File: config.mk
export PLATFORM = sky130hd
export DESIGN_NAME = host_health_reboot_supervisor_flat
export DESIGN_NICKNAME = d
export VERILOG_FILES = /design/src/sv/hhrs_pkg.sv /design/src/sv/hhrs_if.sv /design/src/sv/host_health_reboot_supervisor.sv /design/src/flat_wrapper.sv
export VERILOG_INCLUDE_DIRS = /design/src /design/src/sv
export SDC_FILE = /design/constraint.sdc
export NUM_CORES = 1
export LEC_CHECK = 0
export ABC_AREA = 1
export CAP_MARGIN = 20
export CORE_MARGIN = 5
export CORE_UTILIZATION = 40
export DETAILED_ROUTE_END_ITERATION = 16
export DONT_BUFFER_PORTS = 1
export PLACE_DENSITY = 0.65
export SKIP_LAST_GASP = 1
export SLEW_MARGIN = 20
export SYNTH_ARGS = -nofsm -noshare
export SYNTH_HDL_FRONTEND = slang
export SYNTH_SLANG_ARGS = --single-unit
File: constraint.sdc
create_clock -name clk -period 8.7 [get_ports clk]
set_clock_uncertainty 0.05 [all_clocks]
set_input_delay 0.435 -clock clk [delete_from_list [all_inputs] [get_ports clk]]
set_output_delay 0.435 -clock clk [all_outputs]
set_load 0.03 [all_outputs]
File: src/sv/host_health_reboot_supervisor_assert.svh
// Assertion macros for the reboot supervisor.
// Each macro samples on the rising edge of clk and is disabled while arst_n is low.
`ifndef HOST_HEALTH_REBOOT_SUPERVISOR_ASSERT_SVH
`define HOST_HEALTH_REBOOT_SUPERVISOR_ASSERT_SVH
`ifndef ASSERT_OFF
`define HHRS_ASSERT(lbl, prop, msg) \
	lbl: assert property (@(posedge clk) disable iff (!arst_n) (prop)) else $error(msg);
`define HHRS_ASSERT_NEVER(lbl, cond, msg) \
	lbl: assert property (@(posedge clk) disable iff (!arst_n) !(cond)) else $error(msg);
`else
`define HHRS_ASSERT(lbl, prop, msg)
`define HHRS_ASSERT_NEVER(lbl, cond, msg)
`endif
`endif

File: src/sv/hhrs_pkg.sv
package hhrs_pkg;

	typedef logic [1:0]  mode_t;
	typedef logic [1:0]  policy_t;
	typedef logic [7:0]  cnt_t;
	typedef logic [31:0] timer_t;
	typedef logic [2:0]  reg_idx_t;

	// Operating modes
	localparam mode_t MODE_LINK  = 2'd0;
	localparam mode_t MODE_MON   = 2'd1;
	localparam mode_t MODE_PULSE = 2'd2;
	localparam mode_t MODE_COOL  = 2'd3;

	// Update policy codes
	localparam policy_t POL_NO_LOGINS = 2'd0;
	localparam policy_t POL_LOGINS    = 2'd1;
	localparam policy_t POL_NONE      = 2'd2;

	// Service probe codes
	localparam logic [1:0] SVC_UP      = 2'd0;
	localparam logic [1:0] SVC_TIMEOUT = 2'd1;

	// Configuration register indexes
	localparam reg_idx_t REG_PING_LIMIT   = 3'd0;
	localparam reg_idx_t REG_WEDGE_LIMIT  = 3'd1;
	localparam reg_idx_t REG_UPDATE_LIMIT = 3'd2;
	localparam reg_idx_t REG_BUDGET       = 3'd3;
	localparam reg_idx_t REG_WINDOW       = 3'd4;
	localparam reg_idx_t REG_PULSE        = 3'd5;
	localparam reg_idx_t REG_COOLDOWN     = 3'd6;
	localparam reg_idx_t REG_RETRY_GAP    = 3'd7;

	// Register reset values
	localparam cnt_t   RST_PING_LIMIT   = 8'd10;
	localparam cnt_t   RST_WEDGE_LIMIT  = 8'd5;
	localparam cnt_t   RST_UPDATE_LIMIT = 8'd30;
	localparam cnt_t   RST_BUDGET       = 8'd3;
	localparam timer_t RST_WINDOW       = 32'd3600000;
	localparam timer_t RST_PULSE        = 32'd10000;
	localparam timer_t RST_COOLDOWN     = 32'd120000;
	localparam timer_t RST_RETRY_GAP    = 32'd30000;

	typedef struct packed {
		logic              kind;
		logic              link_up;
		logic              ping_ok;
		logic [1:0]        service_result;
		logic              health_ok;
		logic              login_ok;
		logic signed [7:0] login_count;
	} in_item_t;

	function automatic cnt_t sat_inc8(input cnt_t v);
		return (v == 8'hFF) ? v : v + 8'd1;
	endfunction

	function automatic timer_t sat_inc32(input timer_t v);
		return (v == 32'hFFFF_FFFF) ? v : v + 32'd1;
	endfunction

endpackage

File: src/sv/hhrs_if.sv
interface hhrs_in_if;
	logic              valid;
	logic              ready;
	logic              kind;
	logic              link_up;
	logic              ping_ok;
	logic [1:0]        service_result;
	logic              health_ok;
	logic              login_ok;
	logic signed [7:0] login_count;

	modport source (output valid, kind, link_up, ping_ok, service_result, health_ok,
		login_ok, login_count, input ready);
	modport sink (input valid, kind, link_up, ping_ok, service_result, health_ok,
		login_ok, login_count, output ready);
endinterface

interface hhrs_out_if;
	logic                 valid;
	logic                 ready;
	logic                 relay_cut;
	hhrs_pkg::mode_t      mode;
	logic                 reboot_started;
	logic                 budget_blocked;
	hhrs_pkg::cnt_t       ping_misses;
	hhrs_pkg::cnt_t       wedge_misses;
	hhrs_pkg::cnt_t       update_misses;
	hhrs_pkg::cnt_t       reboots_used;

	modport source (output valid, relay_cut, mode, reboot_started, budget_blocked,
		ping_misses, wedge_misses, update_misses, reboots_used, input ready);
	modport sink (input valid, relay_cut, mode, reboot_started, budget_blocked,
		ping_misses, wedge_misses, update_misses, reboots_used, output ready);
endinterface

interface hhrs_cfg_if;
	logic               valid;
	logic               ready;
	hhrs_pkg::reg_idx_t index;
	logic [31:0]        data;

	modport source (output valid, index, data, input ready);
	modport sink (input valid, index, data, output ready);
endinterface

File: src/sv/host_health_reboot_supervisor.sv
// Host health reboot supervisor: power-cycles a host through a relay.
// item_in carries one item per handshake: a 1 ms tick (kind 0) or a probe
// report (kind 1). result_out returns exactly one result item per input item,
// in order: relay state, mode, reboot/blocked flags and the counter values.
// cfg is a write-only register port (index, data); its ready is always high.
// Write it only while the block is idle.
// Path: an accepted item is registered in the input register, processed by one
// combinational pass, and registered in the result register for result_out.
// Throughput: one item per cycle while result_out.ready is high; the only loop is
// the state update between items, closing in that single combinational pass.
// Stall: when result_out.ready is low the result register holds; the input
// register still takes one more item, then item_in.ready drops until the
// result is taken.
// Reset (arst_n low): mode goes to link wait, all counters, timers and the
// update policy clear, registers return to their defaults, no item is held.
`include "host_health_reboot_supervisor_assert.svh"

module host_health_reboot_supervisor (
	input  logic             clk,
	input  logic             arst_n,
	hhrs_in_if.sink          item_in,
	hhrs_out_if.source       result_out,
	hhrs_cfg_if.sink         cfg
);

	// Configuration registers
	hhrs_pkg::cnt_t   ping_limit_q;
	hhrs_pkg::cnt_t   wedge_limit_q;
	hhrs_pkg::cnt_t   update_limit_q;
	hhrs_pkg::cnt_t   budget_q;
	hhrs_pkg::timer_t window_q;
	hhrs_pkg::timer_t pulse_q;
	hhrs_pkg::timer_t cooldown_q;
	hhrs_pkg::timer_t retry_gap_q;

	// Supervisor state
	hhrs_pkg::mode_t   mode_q, mode_n;
	hhrs_pkg::cnt_t    ping_q, ping_n;
	hhrs_pkg::cnt_t    wedge_q, wedge_n;
	hhrs_pkg::cnt_t    upd_q, upd_n;
	hhrs_pkg::policy_t policy_q, policy_n;
	hhrs_pkg::cnt_t    reboots_q, reboots_n;
	hhrs_pkg::timer_t  win_q, win_n;
	hhrs_pkg::timer_t  modet_q, modet_n;
	hhrs_pkg::timer_t  retry_q, retry_n;
	logic              started_n;
	logic              blocked_n;
	logic              req;
	hhrs_pkg::policy_t pol_new;

	// Input stage
	logic                 valid_s1;
	hhrs_pkg::in_item_t   in_s1;

	// Result stage
	logic                 valid_s2;
	hhrs_pkg::mode_t      res_mode_s2;
	logic                 res_started_s2;
	logic                 res_blocked_s2;
	hhrs_pkg::cnt_t       res_ping_s2;
	hhrs_pkg::cnt_t       res_wedge_s2;
	hhrs_pkg::cnt_t       res_upd_s2;
	hhrs_pkg::cnt_t       res_reboots_s2;

	logic adv;
	logic in_fire;

	// Advance when an item waits in the input stage and the result slot is free
	// or being emptied this cycle.
	assign adv          = valid_s1 && (!valid_s2 || result_out.ready);
	assign item_in.ready = !valid_s1 || adv;
	assign in_fire      = item_in.valid && item_in.ready;
	assign cfg.ready    = 1'b1;

	// ---------------------------------------------------------------
	// Configuration writes
	// ---------------------------------------------------------------
	always_ff @(posedge clk or negedge arst_n) begin
		if (!arst_n) begin
			ping_limit_q   <= hhrs_pkg::RST_PING_LIMIT;
			wedge_limit_q  <= hhrs_pkg::RST_WEDGE_LIMIT;
			update_limit_q <= hhrs_pkg::RST_UPDATE_LIMIT;
			budget_q       <= hhrs_pkg::RST_BUDGET;
			window_q       <= hhrs_pkg::RST_WINDOW;
			pulse_q        <= hhrs_pkg::RST_PULSE;
			cooldown_q     <= hhrs_pkg::RST_COOLDOWN;
			retry_gap_q    <= hhrs_pkg::RST_RETRY_GAP;
		end else if (cfg.valid) begin
			case (cfg.index)
				hhrs_pkg::REG_PING_LIMIT:   ping_limit_q   <= cfg.data[7:0];
				hhrs_pkg::REG_WEDGE_LIMIT:  wedge_limit_q  <= cfg.data[7:0];
				hhrs_pkg::REG_UPDATE_LIMIT: update_limit_q <= cfg.data[7:0];
				hhrs_pkg::REG_BUDGET:       budget_q       <= cfg.data[7:0];
				hhrs_pkg::REG_WINDOW:       window_q       <= cfg.data;
				hhrs_pkg::REG_PULSE:        pulse_q        <= cfg.data;
				hhrs_pkg::REG_COOLDOWN:     cooldown_q     <= cfg.data;
				hhrs_pkg::REG_RETRY_GAP:    retry_gap_q    <= cfg.data;
				default: ;
			endcase
		end
	end

	// ---------------------------------------------------------------
	// Input register
	// ---------------------------------------------------------------
	always_ff @(posedge clk or negedge arst_n) begin
		if (!arst_n) begin
			valid_s1 <= 1'b0;
		end else if (in_fire) begin
			valid_s1 <= 1'b1;
		end else if (adv) begin
			valid_s1 <= 1'b0;
		end
	end

	always_ff @(posedge clk) begin
		if (in_fire) begin
			in_s1.kind           <= item_in.kind;
			in_s1.link_up        <= item_in.link_up;
			in_s1.ping_ok        <= item_in.ping_ok;
			in_s1.service_result <= item_in.service_result;
			in_s1.health_ok      <= item_in.health_ok;
			in_s1.login_ok       <= item_in.login_ok;
			in_s1.login_count    <= item_in.login_count;
		end
	end

	// ---------------------------------------------------------------
	// Next state for the item held in the input stage
	// ---------------------------------------------------------------
	assign pol_new = (in_s1.login_count == 8'sd0) ? hhrs_pkg::POL_NO_LOGINS
		: hhrs_pkg::POL_LOGINS;

	always_comb begin
		mode_n    = mode_q;
		ping_n    = ping_q;
		wedge_n   = wedge_q;
		upd_n     = upd_q;
		policy_n  = policy_q;
		reboots_n = reboots_q;
		win_n     = win_q;
		modet_n   = modet_q;
		retry_n   = retry_q;
		started_n = 1'b0;
		blocked_n = 1'b0;
		req       = 1'b0;

		// A tick advances all three timers; they stop at all ones.
		if (!in_s1.kind) begin
			win_n   = hhrs_pkg::sat_inc32(win_q);
			modet_n = hhrs_pkg::sat_inc32(modet_q);
			retry_n = hhrs_pkg::sat_inc32(retry_q);
		end

		case (mode_q)
			hhrs_pkg::MODE_LINK: begin
				if (in_s1.link_up) begin
					mode_n   = hhrs_pkg::MODE_MON;
					modet_n  = '0;
					ping_n   = '0;
					wedge_n  = '0;
					upd_n    = '0;
					policy_n = hhrs_pkg::POL_NONE;
				end
			end
			hhrs_pkg::MODE_MON: begin
				if (!in_s1.link_up) begin
					// Link lost: drop all evidence, fall back to link wait once the
					// retry gap has passed.
					ping_n   = '0;
					wedge_n  = '0;
					upd_n    = '0;
					policy_n = hhrs_pkg::POL_NONE;
					if (retry_n >= retry_gap_q) begin
						retry_n = '0;
						mode_n  = hhrs_pkg::MODE_LINK;
						modet_n = '0;
					end
				end else if (in_s1.kind) begin
					if (!in_s1.ping_ok) begin
						wedge_n  = '0;
						upd_n    = '0;
						policy_n = hhrs_pkg::POL_NONE;
						ping_n   = hhrs_pkg::sat_inc8(ping_q);
						req      = (ping_n >= ping_limit_q);
					end else begin
						ping_n = '0;
						if (in_s1.service_result == hhrs_pkg::SVC_UP) begin
							wedge_n  = '0;
							upd_n    = '0;
							policy_n = hhrs_pkg::POL_NONE;
						end else if (in_s1.service_result != hhrs_pkg::SVC_TIMEOUT &&
							in_s1.health_ok && in_s1.login_ok) begin
							// Service down on a healthy host: likely an update in progress, counted
							// against the update limit, or the wedge limit when the login count is zero.
							wedge_n = '0;
							if (pol_new != policy_q) begin
								upd_n    = hhrs_pkg::sat_inc8('0);
								policy_n = pol_new;
							end else begin
								upd_n = hhrs_pkg::sat_inc8(upd_q);
							end
							if (pol_new == hhrs_pkg::POL_NO_LOGINS) begin
								req = (upd_n >= wedge_limit_q);
							end else begin
								req = (upd_n >= update_limit_q);
							end
						end else begin
							// Timeout, or down with an unhealthy host: wedge miss.
							upd_n    = '0;
							policy_n = hhrs_pkg::POL_NONE;
							wedge_n  = hhrs_pkg::sat_inc8(wedge_q);
							req      = (wedge_n >= wedge_limit_q);
						end
					end
				end
			end
			hhrs_pkg::MODE_PULSE: begin
				if (modet_n >= pulse_q) begin
					mode_n  = hhrs_pkg::MODE_COOL;
					modet_n = '0;
				end
			end
			default: begin
				if (modet_n >= cooldown_q) begin
					mode_n   = hhrs_pkg::MODE_MON;
					modet_n  = '0;
					ping_n   = '0;
					wedge_n  = '0;
					upd_n    = '0;
					policy_n = hhrs_pkg::POL_NONE;
				end
			end
		endcase

		// Reboot request: restart an expired window, clear the evidence, then
		// either spend one unit of budget or report the block.
		if (req) begin
			if (win_n >= window_q) begin
				win_n     = '0;
				reboots_n = '0;
			end
			ping_n   = '0;
			wedge_n  = '0;
			upd_n    = '0;
			policy_n = hhrs_pkg::POL_NONE;
			if (reboots_n >= budget_q) begin
				blocked_n = 1'b1;
			end else begin
				reboots_n = reboots_n + 8'd1;
				mode_n    = hhrs_pkg::MODE_PULSE;
				modet_n   = '0;
				started_n = 1'b1;
			end
		end
	end

	// ---------------------------------------------------------------
	// State update
	// ---------------------------------------------------------------
	always_ff @(posedge clk or negedge arst_n) begin
		if (!arst_n) begin
			mode_q    <= hhrs_pkg::MODE_LINK;
			ping_q    <= '0;
			wedge_q   <= '0;
			upd_q     <= '0;
			policy_q  <= hhrs_pkg::POL_NONE;
			reboots_q <= '0;
			win_q     <= '0;
			modet_q   <= '0;
			retry_q   <= '0;
		end else if (adv) begin
			mode_q    <= mode_n;
			ping_q    <= ping_n;
			wedge_q   <= wedge_n;
			upd_q     <= upd_n;
			policy_q  <= policy_n;
			reboots_q <= reboots_n;
			win_q     <= win_n;
			modet_q   <= modet_n;
			retry_q   <= retry_n;
		end
	end

	// ---------------------------------------------------------------
	// Result register
	// ---------------------------------------------------------------
	always_ff @(posedge clk or negedge arst_n) begin
		if (!arst_n) begin
			valid_s2 <= 1'b0;
		end else if (adv) begin
			valid_s2 <= 1'b1;
		end else if (result_out.ready) begin
			valid_s2 <= 1'b0;
		end
	end

	always_ff @(posedge clk) begin
		if (adv) begin
			res_mode_s2    <= mode_n;
			res_started_s2 <= started_n;
			res_blocked_s2 <= blocked_n;
			res_ping_s2    <= ping_n;
			res_wedge_s2   <= wedge_n;
			res_upd_s2     <= upd_n;
			res_reboots_s2 <= reboots_n;
		end
	end

	assign result_out.valid          = valid_s2;
	assign result_out.relay_cut      = (res_mode_s2 == hhrs_pkg::MODE_PULSE);
	assign result_out.mode           = res_mode_s2;
	assign result_out.reboot_started = res_started_s2;
	assign result_out.budget_blocked = res_blocked_s2;
	assign result_out.ping_misses    = res_ping_s2;
	assign result_out.wedge_misses   = res_wedge_s2;
	assign result_out.update_misses  = res_upd_s2;
	assign result_out.reboots_used   = res_reboots_s2;

	// ---------------------------------------------------------------
	// Assertions
	// ---------------------------------------------------------------
	`HHRS_ASSERT_NEVER(a_start_and_block, valid_s2 && res_started_s2 && res_blocked_s2,
		"reboot started and blocked on the same item")
	`HHRS_ASSERT(a_start_state, valid_s2 && res_started_s2 |-> res_mode_s2 == hhrs_pkg::MODE_PULSE && res_ping_s2 == 8'd0 && res_wedge_s2 == 8'd0 && res_upd_s2 == 8'd0 && res_reboots_s2 != 8'd0,
		"reboot start without pulse mode or cleared counters")
	`HHRS_ASSERT(a_block_state, valid_s2 && res_blocked_s2 |-> res_mode_s2 == hhrs_pkg::MODE_MON && res_ping_s2 == 8'd0 && res_wedge_s2 == 8'd0 && res_upd_s2 == 8'd0,
		"blocked reboot left counters set or left monitor")
	`HHRS_ASSERT(a_pulse_exit, mode_q != $past(mode_q) && $past(mode_q) == hhrs_pkg::MODE_PULSE |-> mode_q == hhrs_pkg::MODE_COOL,
		"pulse mode left for a mode other than cooldown")
	`HHRS_ASSERT(a_policy_grace, policy_q == hhrs_pkg::POL_NONE |-> upd_q == 8'd0,
		"update misses counted with no policy chosen")

endmodule
File: src/flat_wrapper.sv
// flat-port wrapper written by rule: the top's interface ports become plain ports
module host_health_reboot_supervisor_flat 
  (clk, arst_n, item_in_valid, item_in_kind, item_in_link_up, item_in_ping_ok, item_in_service_result, item_in_health_ok, item_in_login_ok, item_in_login_count, item_in_ready, result_out_valid, result_out_relay_cut, result_out_mode, result_out_reboot_started, result_out_budget_blocked, result_out_ping_misses, result_out_wedge_misses, result_out_update_misses, result_out_reboots_used, result_out_ready, cfg_valid, cfg_index, cfg_data, cfg_ready);
  hhrs_in_if item_in_i ();
  hhrs_out_if result_out_i ();
  hhrs_cfg_if cfg_i ();
  input  logic clk;
  input  logic arst_n;
  input wire logic [$bits(item_in_i.valid)-1:0] item_in_valid;
  input wire logic [$bits(item_in_i.kind)-1:0] item_in_kind;
  input wire logic [$bits(item_in_i.link_up)-1:0] item_in_link_up;
  input wire logic [$bits(item_in_i.ping_ok)-1:0] item_in_ping_ok;
  input wire logic [$bits(item_in_i.service_result)-1:0] item_in_service_result;
  input wire logic [$bits(item_in_i.health_ok)-1:0] item_in_health_ok;
  input wire logic [$bits(item_in_i.login_ok)-1:0] item_in_login_ok;
  input wire logic [$bits(item_in_i.login_count)-1:0] item_in_login_count;
  output wire logic [$bits(item_in_i.ready)-1:0] item_in_ready;
  output wire logic [$bits(result_out_i.valid)-1:0] result_out_valid;
  output wire logic [$bits(result_out_i.relay_cut)-1:0] result_out_relay_cut;
  output wire logic [$bits(result_out_i.mode)-1:0] result_out_mode;
  output wire logic [$bits(result_out_i.reboot_started)-1:0] result_out_reboot_started;
  output wire logic [$bits(result_out_i.budget_blocked)-1:0] result_out_budget_blocked;
  output wire logic [$bits(result_out_i.ping_misses)-1:0] result_out_ping_misses;
  output wire logic [$bits(result_out_i.wedge_misses)-1:0] result_out_wedge_misses;
  output wire logic [$bits(result_out_i.update_misses)-1:0] result_out_update_misses;
  output wire logic [$bits(result_out_i.reboots_used)-1:0] result_out_reboots_used;
  input wire logic [$bits(result_out_i.ready)-1:0] result_out_ready;
  input wire logic [$bits(cfg_i.valid)-1:0] cfg_valid;
  input wire logic [$bits(cfg_i.index)-1:0] cfg_index;
  input wire logic [$bits(cfg_i.data)-1:0] cfg_data;
  output wire logic [$bits(cfg_i.ready)-1:0] cfg_ready;
  assign item_in_i.valid = item_in_valid;
  assign item_in_i.kind = item_in_kind;
  assign item_in_i.link_up = item_in_link_up;
  assign item_in_i.ping_ok = item_in_ping_ok;
  assign item_in_i.service_result = item_in_service_result;
  assign item_in_i.health_ok = item_in_health_ok;
  assign item_in_i.login_ok = item_in_login_ok;
  assign item_in_i.login_count = item_in_login_count;
  assign item_in_ready = item_in_i.ready;
  assign result_out_valid = result_out_i.valid;
  assign result_out_relay_cut = result_out_i.relay_cut;
  assign result_out_mode = result_out_i.mode;
  assign result_out_reboot_started = result_out_i.reboot_started;
  assign result_out_budget_blocked = result_out_i.budget_blocked;
  assign result_out_ping_misses = result_out_i.ping_misses;
  assign result_out_wedge_misses = result_out_i.wedge_misses;
  assign result_out_update_misses = result_out_i.update_misses;
  assign result_out_reboots_used = result_out_i.reboots_used;
  assign result_out_i.ready = result_out_ready;
  assign cfg_i.valid = cfg_valid;
  assign cfg_i.index = cfg_index;
  assign cfg_i.data = cfg_data;
  assign cfg_ready = cfg_i.ready;
  host_health_reboot_supervisor u_core (.clk(clk), .arst_n(arst_n), .item_in(item_in_i), .result_out(result_out_i), .cfg(cfg_i));
endmodule
* Yosys cells after proc, flatten, opt, wreduce, memory -nomap -nowiden
Cells that the tools add are included.
** Operators by class
- $add $sub $neg :: 7
- Magnitude comparators :: 9
- Equality and inequality tests :: 22
- Mux-type cells :: 90
- Reduce and logical (&&, ||, !) cells :: 25
** Operators with widths (count)
- two-way mux 32 bit :: 18
- two-way mux 8 bit :: 36
- >= comparator 32 bit :: 4
- adder 32 x 1 -> 32 bit, second input constant :: 3
- == test 32 bit, second input constant :: 3
- one-hot mux 32 bit (3 select lines) :: 1
- one-hot mux 8 bit (3 select lines) :: 3
- >= comparator 8 bit :: 5
- adder 8 x 1 -> 8 bit, second input constant :: 4
- two-way mux 2 bit :: 16
- == test 8 bit, second input constant :: 3
- AND reduction 2 bit :: 8
- two-way mux 1 bit :: 14
- == test 3 bit, second input constant :: 4
- one-hot mux 2 bit (3 select lines) :: 2
- zero test 8 bit :: 1
- inequality test 7 x 6 -> 1 bit, second input constant :: 1
- == test 3 x 2 -> 1 bit, second input constant :: 2
- zero test 2 bit :: 3
- AND reduction 6 bit :: 1
- == test 2 bit, second input constant :: 2
- logical AND 1 bit :: 4
- inequality test 2 x 1 -> 1 bit, second input constant :: 2
- inequality test 4 x 2 -> 1 bit, second input constant :: 1
- 9 further kinds :: 12
** Storage, ports and cells
- Register bits after elaboration :: 345
- Output and inout port bits :: 40
- Word-level logic and storage cells :: 186

* Longest topological paths before layout
Gate-level depths: netlist (run 1).
- Depth in word-level cells :: 22
- Depth in mapped cells :: 39
- Gate-level depth less buffers :: 39

* Worst setup path before layout (run 1)
No wires, ideal clock.
- Kind :: reg-to-reg
- Start point :: reg u_core.win_q[0]
- End point :: reg u_core.modet_q[11]
- Setup time :: 0.127 ns
- Arrival time :: 4.451 ns
- Path slack :: 4.072 ns
- Cell stages (with the launch flop) :: 34
- Path through :: dfrtp_1 -> ha_1 -> inv_1 -> nor3_2 -> nand3_1 -> inv_2 -> nand4_1 -> or2_1 -> nand2_2 -> buf_6 -> nor2_1 -> xor2_1 -> inv_1 -> ha_1 -> nand2_1 -> nor2_1 -> nand2_1 -> nor2_1 -> nor2_1 -> nand2_1 -> nand2_1 -> nand2_1 -> inv_1 -> nand2_1 -> inv_1 -> ha_1 -> a21oi_1 -> nor2_1 -> a211oi_2 -> a21boi_4 -> nand2_4 -> nand3_2 -> buf_6 -> o21ai_1
** On the way
- Cells in the longest elaborated chain, start to end :: 9
- Elaborated cells on any way between the ends :: 10
- Classes of those cells :: add/sub (1); order compare (2); eq/ne (1); mux (6)
** Ends and longest elaborated chain
- start: declaration :: line host_health_reboot_supervisor.sv:43 : hhrs_pkg::timer_t win_q, win_n;
- start signal: assignment :: line host_health_reboot_supervisor.sv:279 : win_q <= win_n;
- adder 32 x 1 -> 32 bit or == test 32 bit (tied branches) :: line hhrs_pkg.sv:59 : return (v == 32'hFFFF_FFFF) ? v : v + 32'd1;
- two-way mux 32 bit :: line hhrs_pkg.sv:59
- two-way mux 32 bit * :: line host_health_reboot_supervisor.sv:149 : if (!in_s1.kind) begin
- >= comparator 32 bit * :: line host_health_reboot_supervisor.sv:239 : if (win_n >= window_q) begin
- two-way mux 8 bit * :: line host_health_reboot_supervisor.sv:239
- two-way mux 8 bit * :: line host_health_reboot_supervisor.sv:238 : if (req) begin
- >= comparator 8 bit * :: line host_health_reboot_supervisor.sv:247 : if (reboots_n >= budget_q) begin
- two-way mux 32 bit * :: line host_health_reboot_supervisor.sv:247
- two-way mux 32 bit * :: line host_health_reboot_supervisor.sv:238
- end signal: assignment :: line host_health_reboot_supervisor.sv:280 : modet_q <= modet_n;
- end: declaration :: line host_health_reboot_supervisor.sv:44 : hhrs_pkg::timer_t modet_q, modet_n;
Mark *: on every way between the ends. The rest lies on a longest branch, timed or not. The select of a mux whose other input is x is not followed.
A chain may end at the register's enable or synchronous reset.

* Final worst setup path (run 1)
- Start point :: reg u_core.win_q[2]
- End point :: reg u_core.modet_q[3]
The elaborated chain is that of the path after synthesis.

==> metrics.yaml, run 1 <==
synth_area_sq_um: 21300
synth_ff_type: "dfrtp_1"
r2r-end: "u_core.modet_q[3]"
path_class: "reg -> reg"
die_w_microns: 241
wirelength_microns: 58600
finalCritPeriodShare: 0.700
power.switching_uw: 2190
layout.nets: 2963
p_int_uw: 3670
grt.overflow.total: 0
max_stage_delay_ns: 0.66
core_area_sq_um: 52800
share_comb_of_total_power: 0.304
cts_buffer_depth: 3
whs_path_depth: 2
crit_path_top_delay_cell: "nor3_1"
h-tree-depth: 2
dr.pass1.iters: 5
hold_end: "u_core.window_q[24]"
min_period_ns: 6.09
place_ws_ns: 2.59
ant_nets: 0
port-buffer-count: 0
synth_nets: 2936
netlist_top_cells_count: "nand2_1, inv_1, o21ai_0"
rsz0062_at_grt: "false"
gp_congestion: 0.905
ir_worst_vdd_uv: 162
cap_violations: 0
p_leak_uw: 0.0116
io_pins: 95
synth-edff-count: 51
drc: 0
fillers: 5207
viasPerCell: 5.19
worstPathMaxFanout: 24
die-area_sq_um: 58100
min_from: "cfg_data[24]"
synthDistinctLibCells: 56
num_rows: 84
track_usage: 0.201
relSlewSlack: 0.394
grt_max_degree: 295
status: "complete, no violations"
hold_viol_final: 0
reg2reg_from: "u_core.win_q[2]"
ys_warn_count: 0
dp_hpwl_microns: 42600
cts.sinks: 345
syn_to_final_growth_pct: 12.0
drive_gt1_frac: 0.0679
die_h_microns: 241
yosys.area.top_type: "dfrtp_1"
synth_seq_cells: 345
yosysMostFrequentCell: "nand2_1"
worstPathRequired_ns: 9.05
start_util: 0.405
r2r_cells: 28
final_max_slew_viol_count: 0
insertion_delay_ns: 0.56
num_vias: 18000
synth_seq_area_share: 0.419
switching_share: 0.374
pwr-share-clk: 0.300
powerDensity_nw_per_um2: 245
root_buffer: "clkbuf_16"
start_kind: "flop"
grt_first_pass_wirelength_microns: 94200
fin_util: 0.453
cpMostUsedCell: "nand2_1"
hold_class: "in -> reg"
yosysTopAreaCellShare: 0.297
p_seq_frac: 0.395
grt_pass1_vias: 17800
ys_async_sr_fraction: 0.852
grt_antenna_before_repair: 1
fmax_mhz: 164
clk_pin_slew_worst_paths_ns: 0.06
cts_buffers: 41
avgSynthCellArea_sq_um: 7.88
r2r_slack_ns: 2.61
drt_first_iter_violations: 1376
synth_area_leaders: "dfrtp_1, nand2_1, ha_1"
cp.arrival_ns: 6.44
wl_per_cell_microns: 16.9
setup_viol: 0
cts_tree: "built"
tightest_slew_ns: 0.909
endpoint_kind: "flop"
layout_setup_ws_ns: 2.61
synth_cells: 2707
fin_setup_tns_ns: 0
layer usage:
metal	wire length, microns	GRT usage	share of wire
met3	3210	0.0360	0.055
met4	2030	0.0694	0.035
met1	26000	0.268	0.44
met5	0	0	0
met2	27300	0.332	0.47
logic make-up (layout without fill, tap and decap cells):
family | Yosys count | after routing | synth area share
xor gates and xnor gates | 104 | 104 | 0.0430
adders and majority gates | 174 | 174 | 0.102
buffers and inverters | 569 | 629 | 0.103
other | 1 | 3 | 0.000176
AOI/OAI and AO/OA | 479 | 479 | 0.120
DFF | 345 | 345 | 0.419
and+or+nand+nor | 1035 | 1035 | 0.213
cells in the final DEF (no fill, tap or decap), drive strengths merged, types with 2 or more instances in the layout:
cell	instances
bufinv	3
nor3	65
dfstp	41
o22ai	63
dlygate4sd3	48
dfrtp	253
or2	2
buf	9
o21ai	298
nand3	97
o211ai	6
inv	500
diode	2
clkbuf	57
nor4	24
a211oi	2
a21oi	95
xor2	103
o21a	9
clkinv	11
nand4	56
nor2	164
edfxtp	51
ha	174
nand3b	2
nand2	620
and2	2
power by group through the flow:
stage	combinational (uW)	sequential, uW	clock [uW]
global placement	1660	2330	0
CTS	1790	2320	1800
detailed placement	1730	2340	0
finish	1780	2320	1760
floorplan	1320	2250	0
global route	2070	2360	1870
worst max-delay path, delay by kind of cell, from the launching register on:
kind	cells	cell delay, ns
AOI/OAI and AO/OA	5	1.46
xor gates and xnor gates	1	0.23
adders and majority gates	2	0.54
buffers and inverters	4	0.36
DFF	1	0.35
and+or+nand+nor	16	2.92
per-stage QoR:
step                cell area [sq um]  instances  power (uW)  hold WS, ns
finish                          23900       3457        5860       0.0308
detailed placement              21900       3328        4070        0.127
floorplan                       21300       2707        3570       0.0894
global route                    23900       3455        6310       0.0263
CTS                             23800       3452        5910      0.00428
global placement                21900       3328        3990        0.128
repair_timing:
item                      CTS  global route
gates resized for setup     0             0
hold buffers               48             1
setup buffers               0             0
hold endpoints to repair  344            61
flip-flops by register name, summed over array words and instances, names as in the netlist, 15 cells and up:
name and count:
u_core.pulse_q 32, u_core.retry_q 32, u_core.in_s1 15, u_core.cooldown_q 32
u_core.win_q 32, u_core.window_q 32, u_core.modet_q 32, u_core.retry_gap_q 32
layout make-up:
type	count	area (sq um)	share of cell area
flip-flops and latches	345	8940	0.374
diodes	2	5.00	0.000209
repair buffers	57	608	0.0254
clock inverters	19	185	0.00775
inverters	496	1870	0.0781
well taps	688	861	0.0360
multi-input cells	1793	10200	0.429
clock buffers	57	1190	0.0497
how the worst max path moves through the flow:
stage / start / endpoint / slack (ns) / depth (start not counted)
detailed placement: u_core.win_q[2] / u_core.modet_q[3] / 2.59 / 28
global route: u_core.win_q[2] / u_core.modet_q[3] / 2.03 / 28
floorplan: u_core.win_q[0] / u_core.modet_q[11] / 4.07 / 33
finish: u_core.win_q[2] / u_core.modet_q[3] / 2.61 / 28
CTS: u_core.win_q[2] / u_core.modet_q[3] / 2.56 / 28
global placement: u_core.win_q[2] / u_core.modet_q[5] / 2.75 / 28
Note: power is estimated with default switching activity, not from simulation.
==> inputs of run 2 (changes only) <==
--- a/config.mk
+++ b/config.mk
@@ -12,7 +12,7 @@
 export CORE_UTILIZATION = 40
 export DETAILED_ROUTE_END_ITERATION = 16
 export DONT_BUFFER_PORTS = 1
-export PLACE_DENSITY = 0.65
+export PLACE_DENSITY = 0.67
 export SKIP_LAST_GASP = 1
 export SLEW_MARGIN = 20
 export SYNTH_ARGS = -nofsm -noshare
==> constraint.sdc (replaced) <==
create_clock -name clk -period 5.1 [get_ports clk]
set_clock_uncertainty 0.05 [all_clocks]
set_input_delay 0.255 -clock clk [delete_from_list [all_inputs] [get_ports clk]]
set_output_delay 0.255 -clock clk [all_outputs]
set_load 0.03 [all_outputs]
==> run 2 against run 1 <==
  * The flow now finishes with violations (hold timing)
  * Flip-flop and latch count unchanged
  * Combinational power increased by 76%
  * Core utilization rose by 0.86 points
  * Cell area rose by 1.9%
  * Sequential power is 70% higher
  * Clock-buffer cell count decreased by 2
  * Critical path type unchanged
  * Critical endpoint is now u_core.modet_q[17]
  * Largest power group unchanged
==> metrics.yaml, run 2 (synthesis gave the netlist of run 1 again) <==
r2r-end: "u_core.modet_q[17]"  # was u_core.modet_q[3]
finalCritPeriodShare: 0.961  # was 0.700
powerDensity_nw_per_um2: 412  # was 245 nW/um^2
wirelength_microns: 56100  # was 58600 microns
layout_setup_ws_ns: 0.200  # was 2.61 ns
track_usage: 0.190  # was 0.201
p_leak_uw: 0.0119  # was 0.0116 uW
grt_antenna_before_repair: 1  # unchanged
num_rows: 84  # unchanged
ir_worst_vdd_uv: 238  # was 162 uV
grt_pass1_vias: 16900  # was 17800
syn_to_final_growth_pct: 14.1  # was 12.0%
setup_viol: 0  # unchanged
fmax_mhz: 204  # was 164 MHz
grt_max_degree: 295  # unchanged
drive_gt1_frac: 0.0895  # was 0.0679
dp.cells: 3352  # was 3328
r2r_cells: 32  # was 28
viasPerCell: 5.04  # was 5.19
layout.nets: 3001  # was 2963
r2r_slack_ns: 0.20  # was 2.61 ns
reg2reg_from: "u_core.win_q[0]"  # was u_core.win_q[2]
die-area_sq_um: 58100  # unchanged
cp.arrival_ns: 5.28  # was 6.44 ns
root_buffer: "clkbuf_16"  # unchanged
io_pins: 95  # unchanged
gp_congestion: 0.904  # was 0.905
h-tree-depth: 2  # unchanged
port-buffer-count: 0  # unchanged
hold_viol_final: 294  # was 0
cts.sinks: 345  # unchanged
p_int_uw: 6350  # was 3670 uW
dr.pass1.iters: 5  # unchanged
ant_nets: 0  # unchanged
cpMostUsedCell: "nor2_1"  # was nand2_1
drc: 0  # unchanged
p_seq_frac: 0.393  # was 0.395
violations: "hold timing"
final_max_slew_viol_count: 0  # unchanged
status: "finished, violations left"  # was complete, no violations
worstPathRequired_ns: 5.48  # was 9.05 ns
drt_first_iter_violations: 1425  # was 1376
cts_tree: "built"  # unchanged
switching_share: 0.368  # was 0.374
num_vias: 17600  # was 18000
power.switching_uw: 3690  # was 2190 uW
grt_first_pass_wirelength_microns: 89700  # was 94200 microns
die_w_microns: 241  # unchanged
path_class: "reg -> reg"  # unchanged
fin_cells: 3493  # was 3457
max_stage_delay_ns: 0.38  # was 0.66 ns
cts_buffer_depth: 3  # unchanged
core_area_sq_um: 52800  # unchanged
dp_hpwl_microns: 40000  # was 42600 microns
relSlewSlack: 0.469  # was 0.394
grt.overflow.total: 0  # unchanged
die_h_microns: 241  # unchanged
endpoint_kind: "flop"  # unchanged
min_period_ns: 4.90  # was 6.09 ns
startpoint: "u_core.win_q[0]"  # was u_core.win_q[2]
postCtsHoldBufs: 48  # unchanged
cap_violations: 0  # unchanged
crit_path_top_delay_cell: "dfrtp_1"  # was nor3_1
insertion_delay_ns: 0.57  # was 0.56 ns
start_kind: "flop"  # unchanged
wl_per_cell_microns: 16.1  # was 16.9 microns
clk_pin_slew_worst_paths_ns: 0.06  # about the same
hold_slack_ns: -0.628  # was 0.0308 ns
pwr-share-clk: 0.295  # was 0.300
worstPathMaxFanout: 8  # was 24
final_common_cell: "nand2_1"  # unchanged
tightest_slew_ns: 0.790  # was 0.909 ns
layout_common_cells: "nand2_1, inv_1, o21ai_0"  # unchanged
place_ws_ns: -0.0214  # was 2.59 ns
hold_class: "in -> async"  # was in -> reg
share_comb_of_total_power: 0.313  # was 0.304
start_util: 0.405  # unchanged
cts_buffers: 40  # was 41
## run 2: repair_timing
| item | CTS | global route |
|---|---|---|
| endpoints found under the hold margin | 414 | 294 |
| buffers inserted | 0 | 15 |
| cloned | 0 | 3 |
| resized for setup | 2 | 34 |
| endpoints found under the setup margin | 21 | 54 |
| pin swaps | 0 | 22 |
## run 2: stage by stage
| step | total power, uW | setup TNS [ns] | utilization | cell area, sq um |
|---|---|---|---|---|
| after detailed placement | 6940 | -0.134 | 0.420 | 22100 |
| after CTS | 9970 | 0 | 0.455 | 24000 |
| after global placement | 6880 | 0 | 0.420 | 22100 |
| after floorplan | 6090 | 0 | - | 21300 |
| after global routing | 10800 | -1.07 | 0.461 | 24300 |
| final | 10000 | 0 | 0.461 | 24300 |
## run 2: area by class of cell
class | count | area (sq um)
flip-flops and latches | 345 | 8940
clock inverters | 19 | 188
diodes | 1 | 2.50
well taps | 688 | 861
fillers | 5159 | 28400
inverters | 496 | 1870
multi-input cells | 1793 | 10400
clock buffers | 55 | 1160
repair buffers | 96 | 941
## run 2: how the worst max path moves through the flow
stage                     slack (ns)                                end
after global placement          0.08                 u_core.modet_q[21]
after global routing           -0.07                 u_core.modet_q[12]
after CTS                       0.07  u_core.result_out.reboots_used[0]
final                           0.20                 u_core.modet_q[17]
after floorplan                 0.47                 u_core.modet_q[11]
after detailed placement       -0.02  u_core.result_out.reboots_used[0]
## run 2: worst max-delay path, delay by kind of cell (launching register included)
| family | cells | cell delay, ns |
|---|---|---|
| AO/OA/AOI/OAI | 4 | 0.57 |
| XOR/XNOR | 1 | 0.19 |
| adder cells (fa/ha/maj) | 3 | 0.74 |
| buffers and inverters | 6 | 0.68 |
| flip-flops | 1 | 0.38 |
| AND/OR/NAND/NOR | 18 | 2.15 |
## run 2: layer usage
layer / part of all wire / vias up / track usage
met2: 0.47 / 379 / 0.317
met3: 0.047 / 103 / 0.0339
met5: 0 / - / 0
li1: - / 8921 / -
met1: 0.45 / 8210 / 0.254
met4: 0.032 / 0 / 0.0592
## run 2: power by group through the flow
stage	Combinational, uW	Clock (uW)	Sequential (uW)
after global routing	3620	3140	4020
after CTS	3030	3010	3930
after detailed placement	2970	0	3970
final	3140	2960	3940
after floorplan	2260	0	3840
after global placement	2910	0	3970
==> inputs of run 3 (changes only) <==
--- a/config.mk
+++ b/config.mk
@@ -13,6 +13,7 @@
 export DETAILED_ROUTE_END_ITERATION = 16
 export DONT_BUFFER_PORTS = 1
 export PLACE_DENSITY = 0.67
+export RECOVER_POWER = 100
 export SKIP_LAST_GASP = 1
 export SLEW_MARGIN = 20
 export SYNTH_ARGS = -nofsm -noshare
==> run 3 against run 2 <==
  * The flow finishes with violations (hold timing, capacitance limit, slew limit)
  * Global-route usage stayed put
  * Via count is 0.36% higher
  * Clock power hardly changed
  * Fmax is 0.11% lower
  * Critical path type unchanged
  * Critical endpoint unchanged
==> metrics.yaml, run 3 (synthesis gave the netlist of run 1 again) <==
critPathBufInv: 7  # was 6
hold_slack_ns: -0.635  # was -0.628 ns
status: "finished, violations left"  # unchanged
grt_first_pass_wirelength_microns: 89700  # unchanged
share_comb_of_total_power: 0.311  # was 0.313
finalCritPeriodShare: 0.962  # was 0.961
cpMostUsedCell: "nor2_1"  # unchanged
fin_area_sq_um: 24200  # was 24300 sq um
syn_to_final_growth_pct: 13.6  # was 14.1%
dp.cells: 3352  # unchanged
worstPathRequired_ns: 5.48  # about the same
path_delay_family: "simple AND/OR/NAND/NOR gates"  # unchanged
insertion_delay_ns: 0.57  # about the same
grt.overflow.total: 0  # unchanged
p_int_uw: 6340  # was 6350 uW
root_buffer: "clkbuf_16"  # unchanged
dp_hpwl_microns: 40000  # unchanged
crit_path_top_delay_cell: "dfrtp_1"  # unchanged
viasPerCell: 5.06  # was 5.04
grt_antenna_before_repair: 1  # unchanged
h-tree-depth: 2  # unchanged
power.switching_uw: 3680  # was 3690 uW
layout_common_cells: "nand2_1, inv_1, o21ai_0"  # unchanged
core_area_sq_um: 52800  # unchanged
grt_max_degree: 295  # unchanged
dr.pass1.iters: 7  # was 5
cts_buffer_depth: 3  # unchanged
path_class: "reg -> reg"  # unchanged
io_pins: 95  # unchanged
gp_congestion: 0.904  # unchanged
layout_setup_ws_ns: 0.195  # was 0.200 ns
hold_viol_final: 291  # was 294
ir_worst_vdd_uv: 235  # was 238 uV
die_w_microns: 241  # unchanged
layout.nets: 3001  # unchanged
cts_tree: "built"  # unchanged
min_period_ns: 4.91  # was 4.90 ns
violations: "hold timing, capacitance limit, slew limit"  # was hold timing
p_seq_frac: 0.394  # was 0.393
p_leak_uw: 0.0118  # was 0.0119 uW
multi_input_area_sq_um: 10300  # was 10400 sq um
final_max_slew_viol_count: 282  # was 0
postCtsHoldBufs: 48  # unchanged
worstPathMaxFanout: 8  # unchanged
switching_share: 0.368  # about the same
powerDensity_nw_per_um2: 413  # was 412 nW/um^2
num_vias: 17700  # was 17600
pwr-share-clk: 0.295  # about the same
grt_pass1_vias: 16900  # unchanged
clk_pin_slew_worst_paths_ns: 0.06  # about the same
hold_class: "in -> async"  # unchanged
final_common_cell: "nand2_1"  # unchanged
drt_first_iter_violations: 1442  # was 1425
cap_violations: 5  # was 0
setup_viol: 0  # unchanged
dpl-instance-area_sq_um: 22100  # unchanged
die-area_sq_um: 58100  # unchanged
track_usage: 0.190  # unchanged
max_stage_delay_ns: 0.38  # about the same
endpoint_kind: "flop"  # unchanged
fin_util: 0.460  # was 0.461
drive_gt1_frac: 0.0842  # was 0.0895
num_rows: 84  # unchanged
relSlewSlack: -0.731  # was 0.469
fmax_mhz: 204  # about the same
wirelength_microns: 56200  # was 56100 microns
fin_setup_tns_ns: 0  # unchanged
drc: 0  # unchanged
place_ws_ns: -0.0214  # unchanged
cts_buffers: 40  # unchanged
ant_nets: 0  # unchanged
cts.sinks: 345  # unchanged
cp.arrival_ns: 5.28  # about the same
fillers: 5177  # was 5159
fin_cells: 3494  # was 3493
tightest_slew_ns: 2.60  # was 0.790 ns
port-buffer-count: 0  # unchanged
regArea_sq_um: 8940  # unchanged
die_h_microns: 241  # unchanged
start_kind: "flop"  # unchanged
start_util: 0.405  # unchanged
wl_per_cell_microns: 16.1  # about the same
run 3: changes by cell type in the layout (fill, tap and decap cells not counted), moves of 3 or more:
cell	change
buf_4	-6
clkbuf_1	+5
nand2_1	+6
nand2_2	-3
nand2_4	-3
run 3: final timing paths:
kind                                          from                       to  slack, ns  cells after the start
max in group asynchronous                   arst_n      u_core.reboots_q[4]       4.84                      0
min in group clk                       cfg_data[3]  u_core.wedge_limit_q[3]       0.09                      2
worst min register to register  u_core.policy_q[1]       u_core.policy_q[1]       0.42                      2
worst max-delay path               u_core.win_q[0]       u_core.modet_q[17]       0.19                     33
worst max register to register     u_core.win_q[0]       u_core.modet_q[17]       0.19                     33
worst min-delay path                        arst_n          u_core.win_q[0]      -0.64                      0
run 3: power by group through the flow:
stage / combinational [uW] / sequential [uW] / clock, uW
5_1_grt: 3600 / 4020 / 3140
4_1_cts: 3030 / 3930 / 3010
3_3_place_gp: 2910 / 3970 / 0
6_report: 3120 / 3950 / 2950
2_1_floorplan: 2260 / 3840 / 0
3_5_place_dp: 2970 / 3970 / 0
run 3: routing by layer:
layer,track usage,wire length (microns)
met4,0.0592,1680
met3,0.0339,3010
met2,0.317,26500
met5,0,0
met1,0.254,25100
run 3: worst register-to-register path, delay by kind of cell (launching register included):
kind / cells / cell delay (ns)
AND/OR/NAND/NOR: 17 / 2.09
adder cells (fa/ha/maj): 3 / 0.69
XOR/XNOR: 1 / 0.19
buffers and inverters: 7 / 0.69
AO/OA/AOI/OAI: 5 / 0.69
flip-flops: 1 / 0.38
run 3: area by class of cell:
type | instances | share of cell area
Antenna cell | 2 | 0.000206
Clock buffer | 55 | 0.0478
Timing Repair Buffer | 96 | 0.0368
Tap cell | 688 | 0.0355
Inverter | 496 | 0.0770
Sequential cell | 345 | 0.369
Clock inverter | 19 | 0.00774
Multi-Input combinational cell | 1793 | 0.426
run 3: per-stage QoR:
step                power, uW  hold slack, ns
floorplan                6090         -0.0906
global placement         6880         -0.0549
detailed placement       6940         -0.0589
CTS                      9970          -0.668
global route            10800          -0.670
finish                  10000          -0.635
run 3: timing repair:
| action | 4_1_cts | 5_1_grt |
|---|---|---|
| gates cloned | 0 | 3 |
| pin swaps | 0 | 22 |
| gates resized for setup | 2 | 34 |
| hold endpoints to repair | 414 | 294 |
| setup endpoints to repair | 21 | 54 |
| setup buffers | 0 | 15 |
